`src/rtl/prms_pkg.sv`:
```
package prms_pkg;

	localparam int MaxWindow = 4096;
	localparam int CntW = 13;
	localparam int SumW = 48;
	localparam int RmsW = 24;
	localparam int QDepth = 2;

	localparam logic [1:0] RegRate = 2'd0;
	localparam logic [1:0] RegFund = 2'd1;
	localparam logic [1:0] RegLpf = 2'd2;

	// job handed from front to back
	typedef struct packed {
		logic ignored;
		logic closed;
		logic [SumW-1:0] sum;
		logic [CntW-1:0] cnt;
	} job_t;

	typedef enum logic [2:0] {
		ST_IDLE,
		ST_DIV,
		ST_SQRT,
		ST_MUL,
		ST_OUT
	} back_st_t;

endpackage

```
`src/rtl/prms_front.sv`:
```
module prms_front (
	input logic clk,
	input logic arst_n,
	input logic in_valid,
	output logic in_stall,
	input logic signed [15:0] sample,
	input logic [16:0] rate_q,
	input logic [15:0] fund_q,
	output logic job_valid,
	input logic job_ready,
	output prms_pkg::job_t job
);
	import prms_pkg::*;

	logic [SumW-1:0] sum_q;
	logic [CntW-1:0] cnt_q;
	logic [15:0] mag;
	logic [31:0] sq;
	logic [SumW-1:0] sum_n;
	logic [CntW-1:0] cnt_n;
	logic [28:0] lhs;
	logic [24:0] rhs;
	logic dis, closed;

	assign dis = fund_q <= 16'd256;
	assign mag = sample[15] ? 16'(-sample) : 16'(sample);
	assign sq = mag * mag;
	assign sum_n = sum_q + SumW'(sq);
	assign cnt_n = cnt_q + 1'b1;
	assign lhs = cnt_n * fund_q;
	assign rhs = {rate_q, 8'd0};
	assign closed = (29'(lhs) > 29'(rhs)) || (cnt_n >= CntW'(MaxWindow));

	assign in_stall = !job_ready;
	assign job_valid = in_valid;
	assign job.ignored = dis;
	assign job.closed = !dis && closed;
	assign job.sum = sum_n;
	assign job.cnt = cnt_n;

	always_ff @(posedge clk or negedge arst_n) begin
		if (!arst_n) begin
			sum_q <= '0;
			cnt_q <= '0;
		end else if (in_valid && job_ready && !dis) begin
			sum_q <= closed ? '0 : sum_n;
			cnt_q <= closed ? '0 : cnt_n;
		end
	end
endmodule

```
`config.mk`:
```
export PLATFORM = sky130hd
export DESIGN_NAME = prms_front
export DESIGN_NICKNAME = d
export VERILOG_FILES = /design/src/rtl/prms_pkg.sv /design/src/rtl/prms_front.sv
export SDC_FILE = /design/constraint.sdc
export NUM_CORES = 1
export LEC_CHECK = 0
export BUFFER_PORTS_ARGS = -buffer_cell sky130_fd_sc_hd__buf_2
export CAP_MARGIN = 10
export CELL_PAD_IN_SITES_DETAIL_PLACEMENT = 0
export CELL_PAD_IN_SITES_GLOBAL_PLACEMENT = 1
export CORE_ASPECT_RATIO = 0.7
export CORE_MARGIN = 5
export CORE_UTILIZATION = 45
export DETAILED_ROUTE_END_ITERATION = 12
export PLACE_DENSITY_LB_ADDON = 0.05
export SLEW_MARGIN = 20
export SYNTH_ARGS = -nofsm -noshare
export SYNTH_HDL_FRONTEND = slang
export SYNTH_SLANG_ARGS = --single-unit
export TNS_END_PERCENT = 50
```
`constraint.sdc`:
```
create_clock -name clk -period 9.4 [get_ports clk]
set_clock_uncertainty 0.2 [all_clocks]
set_input_delay 0.94 -clock clk [delete_from_list [all_inputs] [get_ports clk]]
set_output_delay 0.94 -clock clk [all_outputs]
set_load 0.01 [all_outputs]
```
==> results of run 1 <==
[routing by layer]
layer | part of all wire | global-route usage
met1 | 0.52 | 0.3996
met2 | 0.42 | 0.3468
met3 | 0.054 | 0.03987
met4 | 0.011 | 0.02908
met5 | 0 | 0
[final timing paths]
kind / from / slack [ps] / to
worst max-delay path: sample[2] / -50 / job[57]
worst min-delay path: sum_q[4]$_DFFE_PN0P_ / 280 / sum_q[4]$_DFFE_PN0P_
worst max register to register: cnt_q[0]$_DFFE_PN0P_ / 650 / sum_q[43]$_DFFE_PN0P_
worst min register to register: sum_q[4]$_DFFE_PN0P_ / 280 / sum_q[4]$_DFFE_PN0P_
max in group asynchronous: arst_n / 7760 / sum_q[9]$_DFFE_PN0P_
min in group asynchronous: arst_n / 600 / sum_q[23]$_DFFE_PN0P_
[metrics by stage]
stage / util / area (sq um) / TNS (ps) / hold WS (ps)
2_1_floorplan: - / 18510 / 0 / 248.5
3_3_place_gp: 0.5249 / 21420 / -3594 / 267.2
3_5_place_dp: 0.5249 / 21420 / -6798 / 274.0
4_1_cts: 0.5452 / 22250 / 0 / 287.4
5_1_grt: 0.5686 / 23200 / -3418 / 314.3
6_report: 0.5687 / 23200 / -128.9 / 283.2
[flip-flops by register name (all words and copies together), names as in the netlist]
signal  cells
cnt_q      13
sum_q      48
[worst max-delay path: cells and delay by family]
family	cells	cell delay [ps]
and+or+nand+nor	6	720
AOI/OAI and AO/OA	8	1620
adders and majority gates	7	3240
buffers and inverters	15	1520
xor gates and xnor gates	2	250
[area by class of cell]
class / instances / area [sq um]
Tap cell: 544 / 680.7
Inverter: 548 / 2077
Clock inverter: 6 / 95.09
Antenna cell: 1 / 2.502
Multi-Input combinational cell: 1489 / 15580
Clock buffer: 10 / 229.0
Fill cell: 3877 / 17600
Sequential cell: 61 / 1526
Timing Repair Buffer: 420 / 3012
[cells in the mapped netlist, types with 6 or more instances]
| library cell | instances |
|---|---|
| inv_1 | 540 |
| fa_1 | 349 |
| nand2_1 | 283 |
| ha_1 | 197 |
| nor2_1 | 97 |
| a21oi_1 | 72 |
| and2_1 | 66 |
| o21ai_0 | 66 |
| dfrtp_1 | 61 |
| clkbuf_1 | 57 |
| xnor2_1 | 54 |
| xor2_1 | 42 |
| a21o_1 | 33 |
| nand3_1 | 28 |
| nor2b_1 | 28 |
| a22o_1 | 16 |
| nor3_1 | 14 |
| and3_1 | 13 |
| nand2b_1 | 13 |
| o22ai_1 | 11 |
| clkinv_1 | 7 |
| or4_1 | 7 |
| a31o_2 | 6 |
| a31oi_1 | 6 |
| nand4_1 | 6 |
[logic make-up (layout without fill, tap and decap cells)]
family / Yosys count / in the layout / synth area share
buffers and inverters: 610 / 984 / 0.1250
multiplexers: 2 / 2 / 0.001152
adder cells (fa/ha/maj): 546 / 546 / 0.5120
AO/OA/AOI/OAI: 263 / 263 / 0.09225
other: 2 / 13 / 0.0004068
XOR/XNOR: 96 / 96 / 0.04555
AND/OR/NAND/NOR: 570 / 570 / 0.1409
flip-flops: 61 / 61 / 0.08269
[timing repair]
| action | CTS | global route |
|---|---|---|
| setup endpoints to repair | 26 | 28 |
| pin swaps | 31 | 76 |
| gates resized for setup | 75 | 162 |
| setup buffers | 19 | 42 |
==> reports/metrics.yaml, run 1 <==
min_path:
  hold_depth: 2
  worstHoldPathType: "reg2reg"
setup_path:
  cp_max_fo: 5
  crit_arrival_ps: 8310
  cp.required_ps: 8260
  worstRegToRegCells: 37
  crit_type: "in2out"
  crit_top_cell: "fa_1"
  worstSetupStartpointType: "input pin"
  cp_slowest_cell: "fa_1"
  crit_path_end_kind: "primary output"
  cpPeakStageDelay_ps: 510
drt:
  drc: 0
  vias: 15440
  vias_per_cell: 5.013
  wire_per_inst_um: 17.62
  ant_nets: 0
  routed_wl_mm: 54.27
  firstDrtPassIters: 5
  first_iter_violations: 920
yosys:
  syn_area_per_cell_sq_um: 8.586
  post-synth-top-area-cell: "fa_1"
  synth_top_cell_area_share: 0.3785
  netlist_area_sq_mm: 0.01846
  synth_seq_cells: 61
  synth-edff-count: 0
  syn_inst: 2150
  seq_area_frac_synth: 0.08270
  synthArstFlopShare: 1.000
  yosys-top-cells-area: "fa_1 (38%), ha_1 (13%), inv_1 (11%), dfrtp_1 (8.3%), nand2_1 (5.8%)"
  synth_cell_type_count: 68
  ys.flop_type: "dfrtp_1"
  yosys_warnings: 0
cells_and_area:
  final_layout_size_suffix_gt1_frac: 0.2478
  finalNonFillerCells: 3079
  synthToLayoutAreaGrowth_pct: 25.71
  final_common_cell: "inv_1"
  final_nets: 3128
  mostFrequentLayoutCells: "inv_1 (521), fa_1 (330), buf_4 (281)"
sta:
  rsz0062_at_grt: "true"
  worst_slack_ps: -48.97
  maxSlewHeadroom: 0.3522
  tightest_slew_ps: 971.7
  post-route-min-period_ps: 9449
  report.final.hold_viol_count: 0
  timing.final.max_slew_violations: 0
  max_freq_mhz: 105.8
  finalSetupViolCount: 3
  finalCritPeriodShare: 1.005
global_routing:
  gr-total-overflow: 0
  first_global_vias: 16150
  grtUsageTotal: 0.2436
  grt_max_degree: 65
  antenna_found_initial: 2
  grt_pass1_wl_mm: 88.38
floorplan:
  num_rows: 62
  initial_core_util: 0.4524
  die-width_um: 252.1
  die_h_um: 179.5
  ios: 118
  die-area_sq_mm: 0.04523
  core_sq_mm: 0.04080
clock_tree:
  cts_buffers: 9
  clockBufferDepth: 2
  cts_tree: "done"
  clk_latency_ps: 370
  htree_levels: 3
  cts_sinks: 61
  ctsHoldBuffers: 0
  clkTransAtPathRegs_ps: 60
  cts_root_buf: "clkbuf_16"
place:
  place_ws_ps: -543.6
  gp_congestion: 0.8892
  place_inst: 3002
  hpwl_mm: 44.95
  portBuffers: 117
run:
  drv_cap: 0
outcome:
  violations: "setup timing"
  status: "complete, but fails checks"
Power of run 1 is not shown: default switching activity piles up to over one toggle a cycle in this logic, so the estimate is an artifact.
==> inputs of run 2 (changes only) <==
MAX_ROUTING_LAYER = met4   (was unset)
PLACE_DENSITY = 0.88   (was unset)
PLACE_DENSITY_LB_ADDON = unset   (was 0.05)
==> reports/metrics.yaml, run 2 (same netlist as run 1, synthesis figures left out) <==
cells_and_area:
  final_nets: 3142  # was 3128
  largestRegisters: "sum_q: 48 flops, cnt_q: 13 flops"  # unchanged
  synthToLayoutAreaGrowth_pct: 26.95  # was 25.71%
  diodes: 0  # was 1
  largest_reg_flops: 48  # unchanged
  fillers: 3691  # was 3877
  largest-register: "sum_q"  # unchanged
  final_layout_size_suffix_gt1_frac: 0.2527  # was 0.2478
  fin_area_sq_mm: 0.02343  # was 0.02320 sq mm
  final_common_cell: "inv_1"  # unchanged
  mostFrequentLayoutCells: "inv_1 (521), fa_1 (335), buf_4 (293)"  # was inv_1 (521), fa_1 (330), buf_4 (281)
drt:
  wire_per_inst_um: 17.44  # was 17.62 um
  drc: 0  # unchanged
  met1_length_mm: 25.13  # was 28.13 mm
  routed-wl-met3_mm: 3.181  # was 2.931 mm
  vias_per_cell: 5.086  # was 5.013
  ant_nets: 0  # unchanged
  route.met2.wl_mm: 25.07  # was 22.60 mm
  top_layer: "met4"  # unchanged
  firstDrtPassIters: 5  # unchanged
  first_iter_violations: 1055  # was 920
  routed_wl_mm: 53.93  # was 54.27 mm
  vias: 15730  # was 15440
global_routing:
  antenna_found_initial: 0  # was 2
  gr-total-overflow: 0  # unchanged
  grtUsageTotal: 0.2457  # was 0.2436
  first_global_vias: 16630  # was 16150
  grt_pass1_wl_mm: 87.55  # was 88.38 mm
  grt_max_degree: 65  # unchanged
place:
  portBuffers: 117  # unchanged
  gp_congestion: 0.9717  # was 0.8892
  place_area_sq_mm: 0.02156  # was 0.02142 sq mm
  hpwl_mm: 44.00  # was 44.95 mm
floorplan:
  die_h_um: 179.5  # unchanged
  core_sq_mm: 0.04080  # unchanged
  die-width_um: 252.1  # unchanged
  num_rows: 62  # unchanged
  die-area_sq_mm: 0.04523  # unchanged
  initial_core_util: 0.4524  # unchanged
  ios: 118  # unchanged
clock_tree:
  cts_buffers: 9  # unchanged
  ctsHoldBuffers: 0  # unchanged
  cts_root_buf: "clkbuf_16"  # unchanged
  cts_sinks: 61  # unchanged
  clockBufferDepth: 2  # unchanged
  clkTransAtPathRegs_ps: 60  # about the same
  cts_tree: "done"  # unchanged
  htree_levels: 3  # unchanged
  clk_latency_ps: 370  # about the same
setup_path:
  worstSetupStartpointType: "register"  # was input pin
  crit_arrival_ps: 8330  # was 8310 ps
  path_buf_inv: 10  # was 15
  cp_slowest_cell: "fa_1"  # unchanged
  cpPeakStageDelay_ps: 540  # was 510 ps
  cp.required_ps: 8260  # about the same
  cp_max_fo: 4  # was 5
  critPathTopFamily: "adder cells"  # unchanged
  crit_type: "reg2out"  # was in2out
  crit_path_end_kind: "primary output"  # unchanged
min_path:
  worstHoldPathType: "reg2reg"  # unchanged
outcome:
  violations: "setup timing"  # unchanged
  status: "complete, but fails checks"  # unchanged
sta:
  max_freq_mhz: 105.6  # was 105.8 MHz
  worst_slack_ps: -69.45  # was -48.97 ps
  finalSetupViolCount: 3  # unchanged
  post-route-min-period_ps: 9469  # was 9449 ps
  tightest_slew_ps: 938.9  # was 971.7 ps
  maxSlewHeadroom: 0.3741  # was 0.3522
  report.final.hold_viol_count: 0  # unchanged
  timing.final.max_slew_violations: 0  # unchanged
  finalCritPeriodShare: 1.007  # was 1.005
  rsz0062_at_grt: "true"  # unchanged
run:
  drv_cap: 0  # unchanged
run 2: cell count changes in the layout (fill, tap and decap cells not counted), moves of 5 or more:
| cell | before | now |
|---|---|---|
| xnor2_1 | 45 | 51 |
| fa_2 | 19 | 14 |
| buf_4 | 281 | 293 |
| ha_4 | 17 | 22 |
| buf_6 | 17 | 26 |
| fa_1 | 330 | 335 |
| ha_1 | 179 | 172 |
| xnor2_2 | 9 | 3 |
run 2: layout make-up:
| cell class | instances | area, sq um | area share |
|---|---|---|---|
| multi-input combinational | 1489 | 15700 | 0.6701 |
| timing repair buffer | 434 | 3113 | 0.1328 |
| inverter | 548 | 2061 | 0.08794 |
| sequential | 61 | 1526 | 0.06514 |
| tap | 544 | 680.7 | 0.02905 |
| clock buffer | 11 | 242.7 | 0.01036 |
| clock inverter | 5 | 107.6 | 0.004592 |
run 2: repair_timing:
action,in CTS,in global routing
resized for setup,85,167
pin swaps,54,87
endpoints found under the setup margin,27,29
buffers inserted,18,37
hold endpoints to repair,0,0
run 2: path summary, 6_finish.rpt:
kind	from	endpoint	slack (ps)	cells after the start
hold reg to reg	sum_q[17]$_DFFE_PN0P_	sum_q[17]$_DFFE_PN0P_	290	2
hold / removal	sum_q[17]$_DFFE_PN0P_	sum_q[17]$_DFFE_PN0P_	290	2
min in group asynchronous	arst_n	sum_q[6]$_DFFE_PN0P_	500	2
max in group asynchronous	arst_n	sum_q[4]$_DFFE_PN0P_	7780	2
setup / recovery	cnt_q[1]$_DFFE_PN0P_	job[61]	-70	40
setup reg to reg	cnt_q[1]$_DFFE_PN0P_	cnt_q[5]$_DFFE_PN0P_	520	41
run 2: metrics by stage:
step           setup TNS, ps  setup slack, ps  cells    util  hold WS [ps]
3_5_place_dp           -8806           -580.3   3025  0.5284         286.2
4_1_cts               -56.19           -56.19   3059  0.5503         299.3
5_1_grt                -3436           -449.7   3092  0.5743         325.2
2_1_floorplan              0            27.22   2160       -         248.5
6_report              -115.0           -69.45   3092  0.5743         294.1
3_3_place_gp           -5246           -494.0   3025  0.5284         265.3
run 2: metal layers:
metal,up-vias,track usage
met3,48,0.03568
met1,7923,0.3570
li1,7317,-
met5,-,-
met4,0,0.03103
met2,438,0.3801
run 2: tightest hold or removal path, stage by stage, from the launching register on:
cell and delay, ps:
dfrtp_1 350, nand2_1 50, o21ai_0 60
Power of run 2 is left out for the same reason.
