==> src/rtl/prms_pkg.sv <==
package prms_pkg;

	localparam int MaxWindow = 4096;
	localparam int CntW = 13;
	localparam int SumW = 48;
	localparam int RmsW = 24;
	localparam int QDepth = 2;

	localparam logic [1:0] RegRate = 2'd0;
	localparam logic [1:0] RegFund = 2'd1;
	localparam logic [1:0] RegLpf = 2'd2;

	// job handed from front to back
	typedef struct packed {
		logic ignored;
		logic closed;
		logic [SumW-1:0] sum;
		logic [CntW-1:0] cnt;
	} job_t;

	typedef enum logic [2:0] {
		ST_IDLE,
		ST_DIV,
		ST_SQRT,
		ST_MUL,
		ST_OUT
	} back_st_t;

endpackage

==> src/rtl/prms_queue.sv <==
module prms_queue (
	input logic clk,
	input logic arst_n,
	input logic wr_valid,
	output logic wr_ready,
	input prms_pkg::job_t wr_data,
	output logic rd_valid,
	input logic rd_take,
	output prms_pkg::job_t rd_data
);
	import prms_pkg::*;

	job_t mem_q [QDepth];
	logic wp_q, rp_q;
	logic [1:0] cnt_q;
	logic wr, rd;

	assign wr_ready = cnt_q != 2'(QDepth);
	assign rd_valid = cnt_q != 2'd0;
	assign rd_data = mem_q[rp_q];
	assign wr = wr_valid && wr_ready;
	assign rd = rd_take && rd_valid;

	always_ff @(posedge clk) begin
		if (wr) mem_q[wp_q] <= wr_data;
	end

	always_ff @(posedge clk or negedge arst_n) begin
		if (!arst_n) begin
			wp_q <= 1'b0;
			rp_q <= 1'b0;
			cnt_q <= '0;
		end else begin
			if (wr) wp_q <= !wp_q;
			if (rd) rp_q <= !rp_q;
			cnt_q <= cnt_q + 2'(wr) - 2'(rd);
		end
	end

`ifndef SYNTHESIS
	a_no_over: assert property (@(posedge clk) disable iff (!arst_n)
		cnt_q <= 2'(QDepth)) else $error("queue overflow");
	a_cnt_up: assert property (@(posedge clk) disable iff (!arst_n)
		(wr && !rd) |=> cnt_q == $past(cnt_q) + 2'd1) else $error("count");
	a_cnt_dn: assert property (@(posedge clk) disable iff (!arst_n)
		(rd && !wr) |=> cnt_q == $past(cnt_q) - 2'd1) else $error("count");
`endif
endmodule

==> config.mk <==
export PLATFORM = sky130hd
export DESIGN_NAME = prms_queue
export DESIGN_NICKNAME = d
export VERILOG_FILES = /design/src/rtl/prms_pkg.sv /design/src/rtl/prms_queue.sv
export SDC_FILE = /design/constraint.sdc
export NUM_CORES = 1
export LEC_CHECK = 0
export BUFFER_PORTS_ARGS = -buffer_cell sky130_fd_sc_hd__clkbuf_2
export CAP_MARGIN = 40
export CORE_MARGIN = 2
export CORE_UTILIZATION = 45
export DETAILED_ROUTE_END_ITERATION = 12
export PLACE_DENSITY = 0.77
export REMOVE_ABC_BUFFERS = 1
export SYNTH_ARGS = -nofsm -noshare
export SYNTH_HDL_FRONTEND = slang
export SYNTH_SLANG_ARGS = --single-unit
==> constraint.sdc <==
create_clock -name clk -period 9.62 [get_ports clk]
set_input_delay 0.962 -clock clk [delete_from_list [all_inputs] [get_ports clk]]
set_output_delay 0.962 -clock clk [all_outputs]
set_load 0.02 [all_outputs]
==> results_dict.tcl, run 1 <==
set metrics [dict create \
    ir_drop_mv 0.191 \
    power_density_nw_per_um2 334 \
    synth_top_cell_area_share_pct 79.4 \
    grt_util_all_layers_pct 14.7 \
    critical_path.endpoint "rd_data[24]" \
    yosys_most_used_dff "edfxtp_1" \
    cts.sinks 130 \
    grt_overflow 0 \
    critPathRequiredTime_ns 8.66 \
    hold_viol 0 \
    gp_congestion 0.710 \
    area_delta_synth_final_pct 30.2 \
    ant_nets 0 \
    ff2ff_path_depth 3 \
    cts.clk_slew.worst_paths_ns 0.06 \
    drtIter0Drc 76 \
    post_cts_resized 0 \
    die_w_um 107 \
    avgRoutedWirePerCell_um 15.8 \
    die_h_um 107 \
    worstPathArrival_ns 2.43 \
    yosys.area.top_type "edfxtp_1" \
    p_leak_nw 2.37 \
    cts_hold_buf 0 \
    h-tree-depth 4 \
    drv_slew 0 \
    hold_class "primary input to asynchronous set/reset pin" \
    cts_tree "yes" \
    yosys-top-cells-count "edfxtp_1, mux2_2, buf_4, dfrtp_1" \
    synthTopCellsByArea "edfxtp_1, mux2_2, dfrtp_1, buf_4, xnor2_1" \
    grt_max_degree 38 \
    core_area_um2 10300 \
    dpl.hpwl_mm 5.41 \
    synth.most_common_cell "edfxtp_1" \
    io_pins 132 \
    yosys_warnings 0 \
    clk_path_buf_depth 2 \
    seq_area_frac_synth_pct 81.5 \
    fmax_mhz 295 \
    setup_tns_ns 0 \
    setup_viol 0 \
    cts_setup_buffers 0 \
    cp-end-kind "output port" \
    cp-start-kind "flip-flop" \
    grt_pass1_vias 2607 \
    portBuffers 131 \
    ys_types 18 \
    postSynthAreaPerCell_um2 21.9 \
    skew_ns 0.00607 \
    totalWireLength_mm 8.10 \
    fin_crit_sh_pct 35.2 \
    timing.critical_path.from "rp_q$_DFFE_PN0P_" \
    ys_ff_latch 130 \
    antenna_cells 0 \
    rows 37 \
    fin_util_pct 60.1 \
    drive_above_1_share_pct 61.6 \
    die-area_um2 11400 \
    crit_type "flip-flop to output port" \
    status "complete, no violations" \
    avgViaCountPerCell 4.80 \
    tightest_slew_ns 0.713 \
    rrSetupSlack_ns 7.43 \
    syn_inst 218 \
    max_slew_margin_pct 52.4 \
    r2r-end "mem_q[1][26]$_DFFE_PP_" \
    drv_cap 0 \
    finalCriticalPeriod_ns 3.39 \
    final_net_count 433 \
    clkLatencyLatePin_ns 0.50 \
    synth_edf_count 126 \
    drt_pass1_iterations 4 \
    drc 0 \
    initial_core_util_pct 46.2 \
    synth-async-reset-ratio_pct 3.08 \
    vias 2468 \
    cts-root-buf "clkbuf_8" \
    netlist_area_um2 4770 \
    r2r-start "cnt_q[0]$_DFF_PN0_" \
    grt_setup_unrepaired "false" \
    grt_pass1_wl_mm 12.4 \
    cts_buffers 17 \
    crit_path_max_fanout 35 \
    antenna_found_initial 0 \
]
## cell usage in the layout, fill, tap and decap left out
cell        instances
and3_2              1
or2_2               1
edfxtp_1          126
nand2b_1            1
clkbuf_2          131
xnor2_1             3
ha_1                1
nor2_4              1
buf_4               3
buf_16              1
nand2_1             2
a311oi_1            1
clkinv_1            1
o21ai_0             1
clkinv_2            3
nor2_1              2
mux2_2             63
nor2b_1             1
bufinv_16           4
dfrtp_2             1
clkbuf_8            1
o21ba_2             1
clkinv_4            2
nor4bb_1            1
dfrtp_1             3
inv_6               1
nand3_1             1
clkinvlp_4          3
clkbuf_1            1
clkbuf_16          16
## where the power goes
group | internal, W | total [W] | switching, W | leakage [nW]
logic | 0.000244 | 0.000598 | 0.000354 | 0.866
registers | 0.000775 | 0.000833 | 0.0000583 | 1.22
clock network | 0.000419 | 0.000642 | 0.000222 | 0.289
total | 0.00144 | 0.00207 | 0.000635 | 2.37
## routing by layer
layer  global-route usage [%]  vias up  share of wire (%)  wire length (um)
li1                         -     1168                  -                 -
met2                     25.1       86                 51              4170
met5                        0        -                  0                 0
met4                     7.33        0                1.5               125
met3                     5.65       12                6.9               559
met1                     16.1     1202                 40              3250
## metrics by stage
stage | instance area (um^2) | setup WS (ns) | total power [W] | instances | hold slack (ns)
floorplan | 4720 | 5.46 | 0.00125 | 211 | 0.460
global placement | 5570 | 6.74 | 0.00143 | 481 | 0.538
detailed placement | 5600 | 6.71 | 0.00146 | 482 | 0.568
CTS | 6210 | 6.15 | 0.00211 | 514 | 0.229
global route | 6210 | 6.08 | 0.00217 | 514 | 0.222
finish | 6210 | 6.23 | 0.00207 | 514 | 0.258
## worst min-delay path by stage
stage                     cells after the start              from          endpoint
after floorplan                               1  wp_q$_DFFE_PN0P_  wp_q$_DFFE_PN0P_
final                                         1            arst_n  wp_q$_DFFE_PN0P_
after global placement                        1  wp_q$_DFFE_PN0P_  wp_q$_DFFE_PN0P_
after CTS                                     1            arst_n  wp_q$_DFFE_PN0P_
after detailed placement                      1  wp_q$_DFFE_PN0P_  wp_q$_DFFE_PN0P_
after global routing                          1            arst_n  wp_q$_DFFE_PN0P_
## registers in the layout, summed over array words and instances, names as in the netlist
name	flops
wp_q	1
cnt_q	2
mem_q	126
rp_q	1
## layout make-up
cell class	instances	area, um^2
repair buffers	135	706
multi-input cells	81	840
flip-flops and latches	130	3880
clock inverters	14	188
well taps	136	170
fillers	777	4120
clock buffers	18	418
## cells by family after synthesis
| kind of cell | share of synthesized area (%) |
|---|---|
| AOI/OAI and AO/OA | 0.499 |
| xor gates and xnor gates | 0.551 |
| adders and majority gates | 0.262 |
| buffers and inverters | 1.05 |
| DFF | 81.5 |
| muxes | 14.9 |
| and+or+nand+nor | 1.26 |
## critical path: stages (launching register included)
cell,delay (ns)
dfrtp_2,0.82
buf_4,0.52
mux2_2,0.40
clkbuf_2,0.16
Note: power is estimated with default switching activity, not from simulation.
==> inputs of run 2 (changes only) <==
ABC_AREA = 1   (was default)
clock period = 3.12 ns   (was 9.62 ns; I/O delays follow)
==> results_dict.tcl, run 2 <==
set metrics [dict create \
    ant_nets 0 \
    avgRoutedWirePerCell_um 13.6 \
    critPathMostFrequentCell "nand2_1" \
    switching_share_pct 36.6 \
    netlist_area_um2 4840 \
    cp_slowest_stage_delay_ns 0.69 \
    yosys.area.top_type "edfxtp_1" \
    status "complete, no violations" \
    synthTopCellsByArea "edfxtp_1, nand2_1, dfrtp_1, buf_6, buf_2" \
    tightest_slew_ns 0.835 \
    seq_area_frac_synth_pct 80.3 \
    initial_core_util_pct 46.6 \
    postSynthAreaPerCell_um2 13.4 \
    antenna_cells 0 \
    cts.clk_slew.worst_paths_ns 0.06 \
    die_w_um 108 \
    rows 37 \
    synth.most_common_cell "nand2_1" \
    skew_ns 0.00953 \
    cts_tree "yes" \
    portBuffers 131 \
    drive_above_1_share_pct 29.9 \
    dpl.hpwl_mm 5.55 \
    fmax_mhz 421 \
    power_density_nw_per_um2 960 \
    largest_reg_flops 126 \
    worstPathCellList "buf_4 > nand2_1 > nand2_1 > clkbuf_2" \
    grt_overflow 0 \
    hold_viol 0 \
    drtIter0Drc 120 \
    core_area_um2 10400 \
    synth-async-reset-ratio_pct 3.08 \
    yosys-top-cells-count "nand2_1, edfxtp_1, buf_6, inv_1, buf_2" \
    vias 3299 \
    ys_types 17 \
    finalCriticalPeriod_ns 2.38 \
    totalWireLength_mm 9.69 \
    ys_ff_latch 130 \
    cp-start-kind "flip-flop" \
    drv_cap 0 \
    layout_commonest_cell "nand2_1" \
    avgViaCountPerCell 4.62 \
    clkLatencyLatePin_ns 0.51 \
    combPwrFrac_pct 33.1 \
    grt_util_all_layers_pct 17.4 \
    grt_max_degree 65 \
    gp_congestion 0.705 \
    grt_setup_unrepaired "false" \
    fin_crit_sh_pct 76.2 \
    layout_common_cells "nand2_1, clkbuf_2, edfxtp_1, dlygate4sd3_1, clkbuf_16" \
    hold_class "primary input to flip-flop" \
    h-tree-depth 4 \
    antenna_found_initial 0 \
    io_pins 132 \
    cts_setup_buffers 0 \
    cts_buffers 17 \
    setup_tns_ns 0 \
    p_leak_nw 2.96 \
    power.switching_w 0.00239 \
    grt_pass1_wl_mm 15.0 \
    grt_pass1_vias 3253 \
    pwr-share-clk_pct 27.9 \
    cp_slowest_cell "dfrtp_2" \
    synth_top_cell_area_share_pct 78.2 \
    drt_pass1_iterations 5 \
    syn_inst 360 \
    cts.sinks 130 \
    crit_path_max_fanout 40 \
    internal_power_w 0.00414 \
    cts-root-buf "clkbuf_8" \
    die-area_um2 11600 \
    reg_top3 "mem_q (126), cnt_q (2)" \
    ir_drop_mv 0.609 \
    yosys_most_used_dff "edfxtp_1" \
    seq_power_share_pct 39.0 \
    area_delta_synth_final_pct 40.6 \
    postLayoutCellArea_um2 6800 \
    crit_type "flip-flop to output port" \
    drv_slew 0 \
    clk_path_buf_depth 2 \
    drc 0 \
    synth_edf_count 126 \
    placed_area_um2 5600 \
    max_slew_margin_pct 44.3 \
    fin_hold_ws_ns 0.129 \
    yosys_warnings 0 \
    die_h_um 108 \
    critPathRequiredTime_ns 2.81 \
    cp-end-kind "output port" \
    worstPathArrival_ns 2.07 \
    setup_viol 0 \
    final_net_count 633 \
    regMostFlops "mem_q" \
]
-- run 2: cell types whose count changed after synthesis, moves of 2 or more --
cell | before | now
nand2_1 | 2 | 196
mux2_2 | 63 | 0
buf_6 | 0 | 6
inv_1 | 0 | 6
buf_2 | 1 | 5
buf_4 | 6 | 2
xnor2_1 | 3 | 0
nand2_2 | 0 | 2
-- run 2: what timing repair did --
| action | in CTS | in global routing |
|---|---|---|
| hold buffers | 64 | 0 |
| endpoints found under the hold margin | 130 | 0 |
| setup endpoints to repair | 0 | 0 |
| resized for setup | 0 | 0 |
-- run 2: path summary, 6_finish.rpt --
kind / start / slack [ns] / endpoint / cells after the start
min in group asynchronous: arst_n / 0.15 / cnt_q[0]$_DFF_PN0_ / 2
hold reg to reg: cnt_q[0]$_DFF_PN0_ / 0.59 / cnt_q[0]$_DFF_PN0_ / 1
hold / removal: wr_valid / 0.13 / wp_q$_DFFE_PN0P_ / 3
setup reg to reg: cnt_q[1]$_DFF_PN0_ / 1.26 / mem_q[1][17]$_DFFE_PP_ / 4
max in group asynchronous: arst_n / 2.83 / rp_q$_DFFE_PN0P_ / 2
setup / recovery: rp_q$_DFFE_PN0P_ / 0.74 / rd_data[56] / 4
-- run 2: metal layers --
metal	vias up	track usage, %	wire length [um]	part of all wire (%)
met5	-	0	0	0
met4	0	8.15	180	1.9
met3	18	4.36	489	5.0
met2	109	30.3	5020	52
met1	1549	20.0	4000	41
li1	1623	-	-	-
-- run 2: kinds of logic after synthesis --
kind of cell / count (synthesis) / synth area share (%)
flops: 130 / 80.3
xor+xnor: 1 / 0.181
simple gates: 205 / 16.1
fa+ha+maj: 1 / 0.259
buf+inv: 21 / 2.95
compound gates: 2 / 0.207
-- run 2: power by group through the flow --
| stage | registers (W) | logic (W) | clock network [W] |
|---|---|---|---|
| CTS | 0.00255 | 0.00217 | 0.00186 |
| detailed placement | 0.00258 | 0.00211 | 0 |
| finish | 0.00255 | 0.00216 | 0.00182 |
| floorplan | 0.00261 | 0.00131 | 0 |
| global placement | 0.00256 | 0.00207 | 0 |
| global route | 0.00259 | 0.00238 | 0.00193 |
-- run 2: area by class of cell --
cell class | count | area (um^2)
tap | 136 | 170
timing repair buffer | 199 | 1330
sequential | 130 | 3880
multi-input combinational | 209 | 823
clock buffer | 18 | 418
clock inverter | 14 | 143
inverter | 8 | 35.0
fill | 745 | 3570
-- run 2: worst max-delay path, delay by kind of cell (launching register included) --
| family | cells | cell delay [ns] |
|---|---|---|
| flip-flops | 1 | 0.69 |
| buffers and inverters | 2 | 0.66 |
| AND/OR/NAND/NOR | 2 | 0.19 |
-- run 2: stage by stage --
step	utilization [%]	power [W]	setup slack [ns]	std cells
4_1_cts	65.6	0.00658	0.713	714
3_5_place_dp	54.0	0.00469	1.25	618
6_report	65.6	0.00653	0.743	714
5_1_grt	65.6	0.00690	0.564	714
2_1_floorplan	-	0.00391	-0.676	347
3_3_place_gp	54.0	0.00464	1.28	618
==> inputs of run 3 (changes only) <==
ABC_AREA = 0   (was 1)
clock period = 2.4 ns   (was 3.12 ns; I/O delays follow)
==> results_dict.tcl, run 3 (synthesis results as in run 1) <==
set metrics [dict create \
    status "complete, no violations" \
    die-area_um2 11400 \
    max_slew_margin_pct 67.5 \
    crit_type "flip-flop to output port" \
    p_leak_nw 2.64 \
    seq_power_share_pct 40.4 \
    rows 37 \
    worstPathCellList "buf_12 > mux2_2 > clkbuf_2" \
    vias 2728 \
    setup_viol 0 \
    ir_drop_mv 0.671 \
    cts_buffers 17 \
    grt_setup_unrepaired "false" \
    fin_crit_sh_pct 91.6 \
    cts_tree "yes" \
    clk_path_buf_depth 2 \
    finalCriticalPeriod_ns 2.20 \
    rrSetupSlack_ns 0.79 \
    avgRoutedWirePerCell_um 15.6 \
    fillerInstances 702 \
    cp_num_buf_inv 2 \
    power.switching_w 0.00253 \
    antenna_cells 0 \
    h-tree-depth 4 \
    post_cts_resized 0 \
    worst_slack_ns 0.201 \
    multi_input_area_um2 840 \
    worstPathArrival_ns 1.96 \
    totalWireLength_mm 9.04 \
    final_net_count 499 \
    hold_viol 0 \
    drv_slew 0 \
    drt_pass1_iterations 6 \
    grt_pass1_vias 2939 \
    drtIter0Drc 121 \
    cts.sinks 130 \
    cp-end-kind "output port" \
    pwr-share-clk_pct 28.1 \
    ant_nets 0 \
    initial_core_util_pct 46.2 \
    crit_path_max_fanout 25 \
    reg_top3 "mem_q (126), cnt_q (2)" \
    grt_pass1_wl_mm 14.1 \
    skew_ns 0.0103 \
    grt_util_all_layers_pct 16.7 \
    dpl.hpwl_mm 5.46 \
    combPwrFrac_pct 31.5 \
    cts_hold_buf 64 \
    avgViaCountPerCell 4.70 \
    switching_share_pct 30.9 \
    power_density_nw_per_um2 1200 \
    io_pins 132 \
    drive_above_1_share_pct 52.3 \
    die_w_um 107 \
    tightest_slew_ns 0.488 \
    gp_congestion 0.708 \
    grt_overflow 0 \
    clkLatencyLatePin_ns 0.50 \
    regMostFlops "mem_q" \
    critPathRequiredTime_ns 2.16 \
    cp_slowest_cell "dfrtp_2" \
    hold_class "primary input to asynchronous set/reset pin" \
    grt_max_degree 36 \
    internal_power_w 0.00566 \
    cts.clk_slew.worst_paths_ns 0.06 \
    die_h_um 107 \
    core_area_um2 10300 \
    layout_common_cells "clkbuf_2, edfxtp_1, dlygate4sd3_1, mux2_2, clkbuf_16" \
    antenna_found_initial 0 \
    drc 0 \
    path_delay_family "flip-flops" \
    fmax_mhz 455 \
    area_delta_synth_final_pct 42.8 \
    cts_setup_buffers 0 \
    seq_area_um2 3880 \
    cp-start-kind "flip-flop" \
    dp_slack_ns 0.706 \
    cts-root-buf "clkbuf_8" \
    cp_slowest_stage_delay_ns 0.67 \
    portBuffers 131 \
    setup_tns_ns 0 \
    drv_cap 0 \
    layout_commonest_cell "clkbuf_2" \
    largest_reg_flops 126 \
]
## run 3: changes by cell type in the layout (fill, tap and decap cells not counted), moves of 2 or more
cell        delta
mux2_2        +63
clkinv_4       -2
clkbuf_1       +3
buf_12         +2
xnor2_1        +3
clkinvlp_4     -6
clkbuf_8       +4
inv_1          -6
nand2_2        -2
nand2_1      -194
## run 3: worst register-to-register path, cell delays in order (launching register included)
cell	delay, ns
dfrtp_1	0.41
nand2b_1	0.18
and3_2	0.21
buf_4	0.42
## run 3: worst paths after layout
| path | endpoint | startpoint | cells after the start |
|---|---|---|---|
| max | rd_data[56] | rp_q$_DFFE_PN0P_ | 3 |
| min | cnt_q[0]$_DFF_PN0_ | arst_n | 2 |
| max reg2reg | mem_q[1][24]$_DFFE_PP_ | cnt_q[0]$_DFF_PN0_ | 3 |
| min reg2reg | wp_q$_DFFE_PN0P_ | wp_q$_DFFE_PN0P_ | 1 |
| max in group asynchronous | rp_q$_DFFE_PN0P_ | arst_n | 2 |
| min in group clk | rp_q$_DFFE_PN0P_ | rd_take | 3 |
## run 3: metal layers
| metal | global-route usage (%) | vias to the layer above | routed length, um |
|---|---|---|---|
| li1 | - | 1301 | - |
| met1 | 19.0 | 1324 | 3750 |
| met2 | 28.8 | 95 | 4820 |
| met3 | 6.02 | 8 | 383 |
| met4 | 6.31 | 0 | 90 |
| met5 | 0 | - | 0 |
## run 3: stage by stage
step	cell area (um^2)	power [W]	hold WS (ns)	utilization (%)	instances
after global placement	5620	0.00583	0.0692	54.4	484
final	6800	0.00819	0.0892	65.9	580
after detailed placement	5620	0.00588	0.0660	54.4	484
after floorplan	4720	0.00500	-0.0556	-	211
after global routing	6800	0.00859	0.0692	65.9	580
after CTS	6800	0.00827	0.0695	65.9	580
## run 3: layout make-up
cell class / count / area share (%)
Multi-Input combinational cell: 81 / 12.3
Clock inverter: 7 / 0.864
Tap cell: 136 / 2.50
Timing Repair Buffer: 201 / 20.1
Sequential cell: 130 / 57.1
Clock buffer: 25 / 7.12
## run 3: power groups by stage
stage               combinational (W)  sequential, W  clock (W)
finish                        0.00258        0.00331    0.00230
global route                  0.00276        0.00336    0.00247
CTS                           0.00261        0.00332    0.00235
detailed placement            0.00252        0.00336          0
global placement              0.00250        0.00333          0
floorplan                     0.00159        0.00340          0
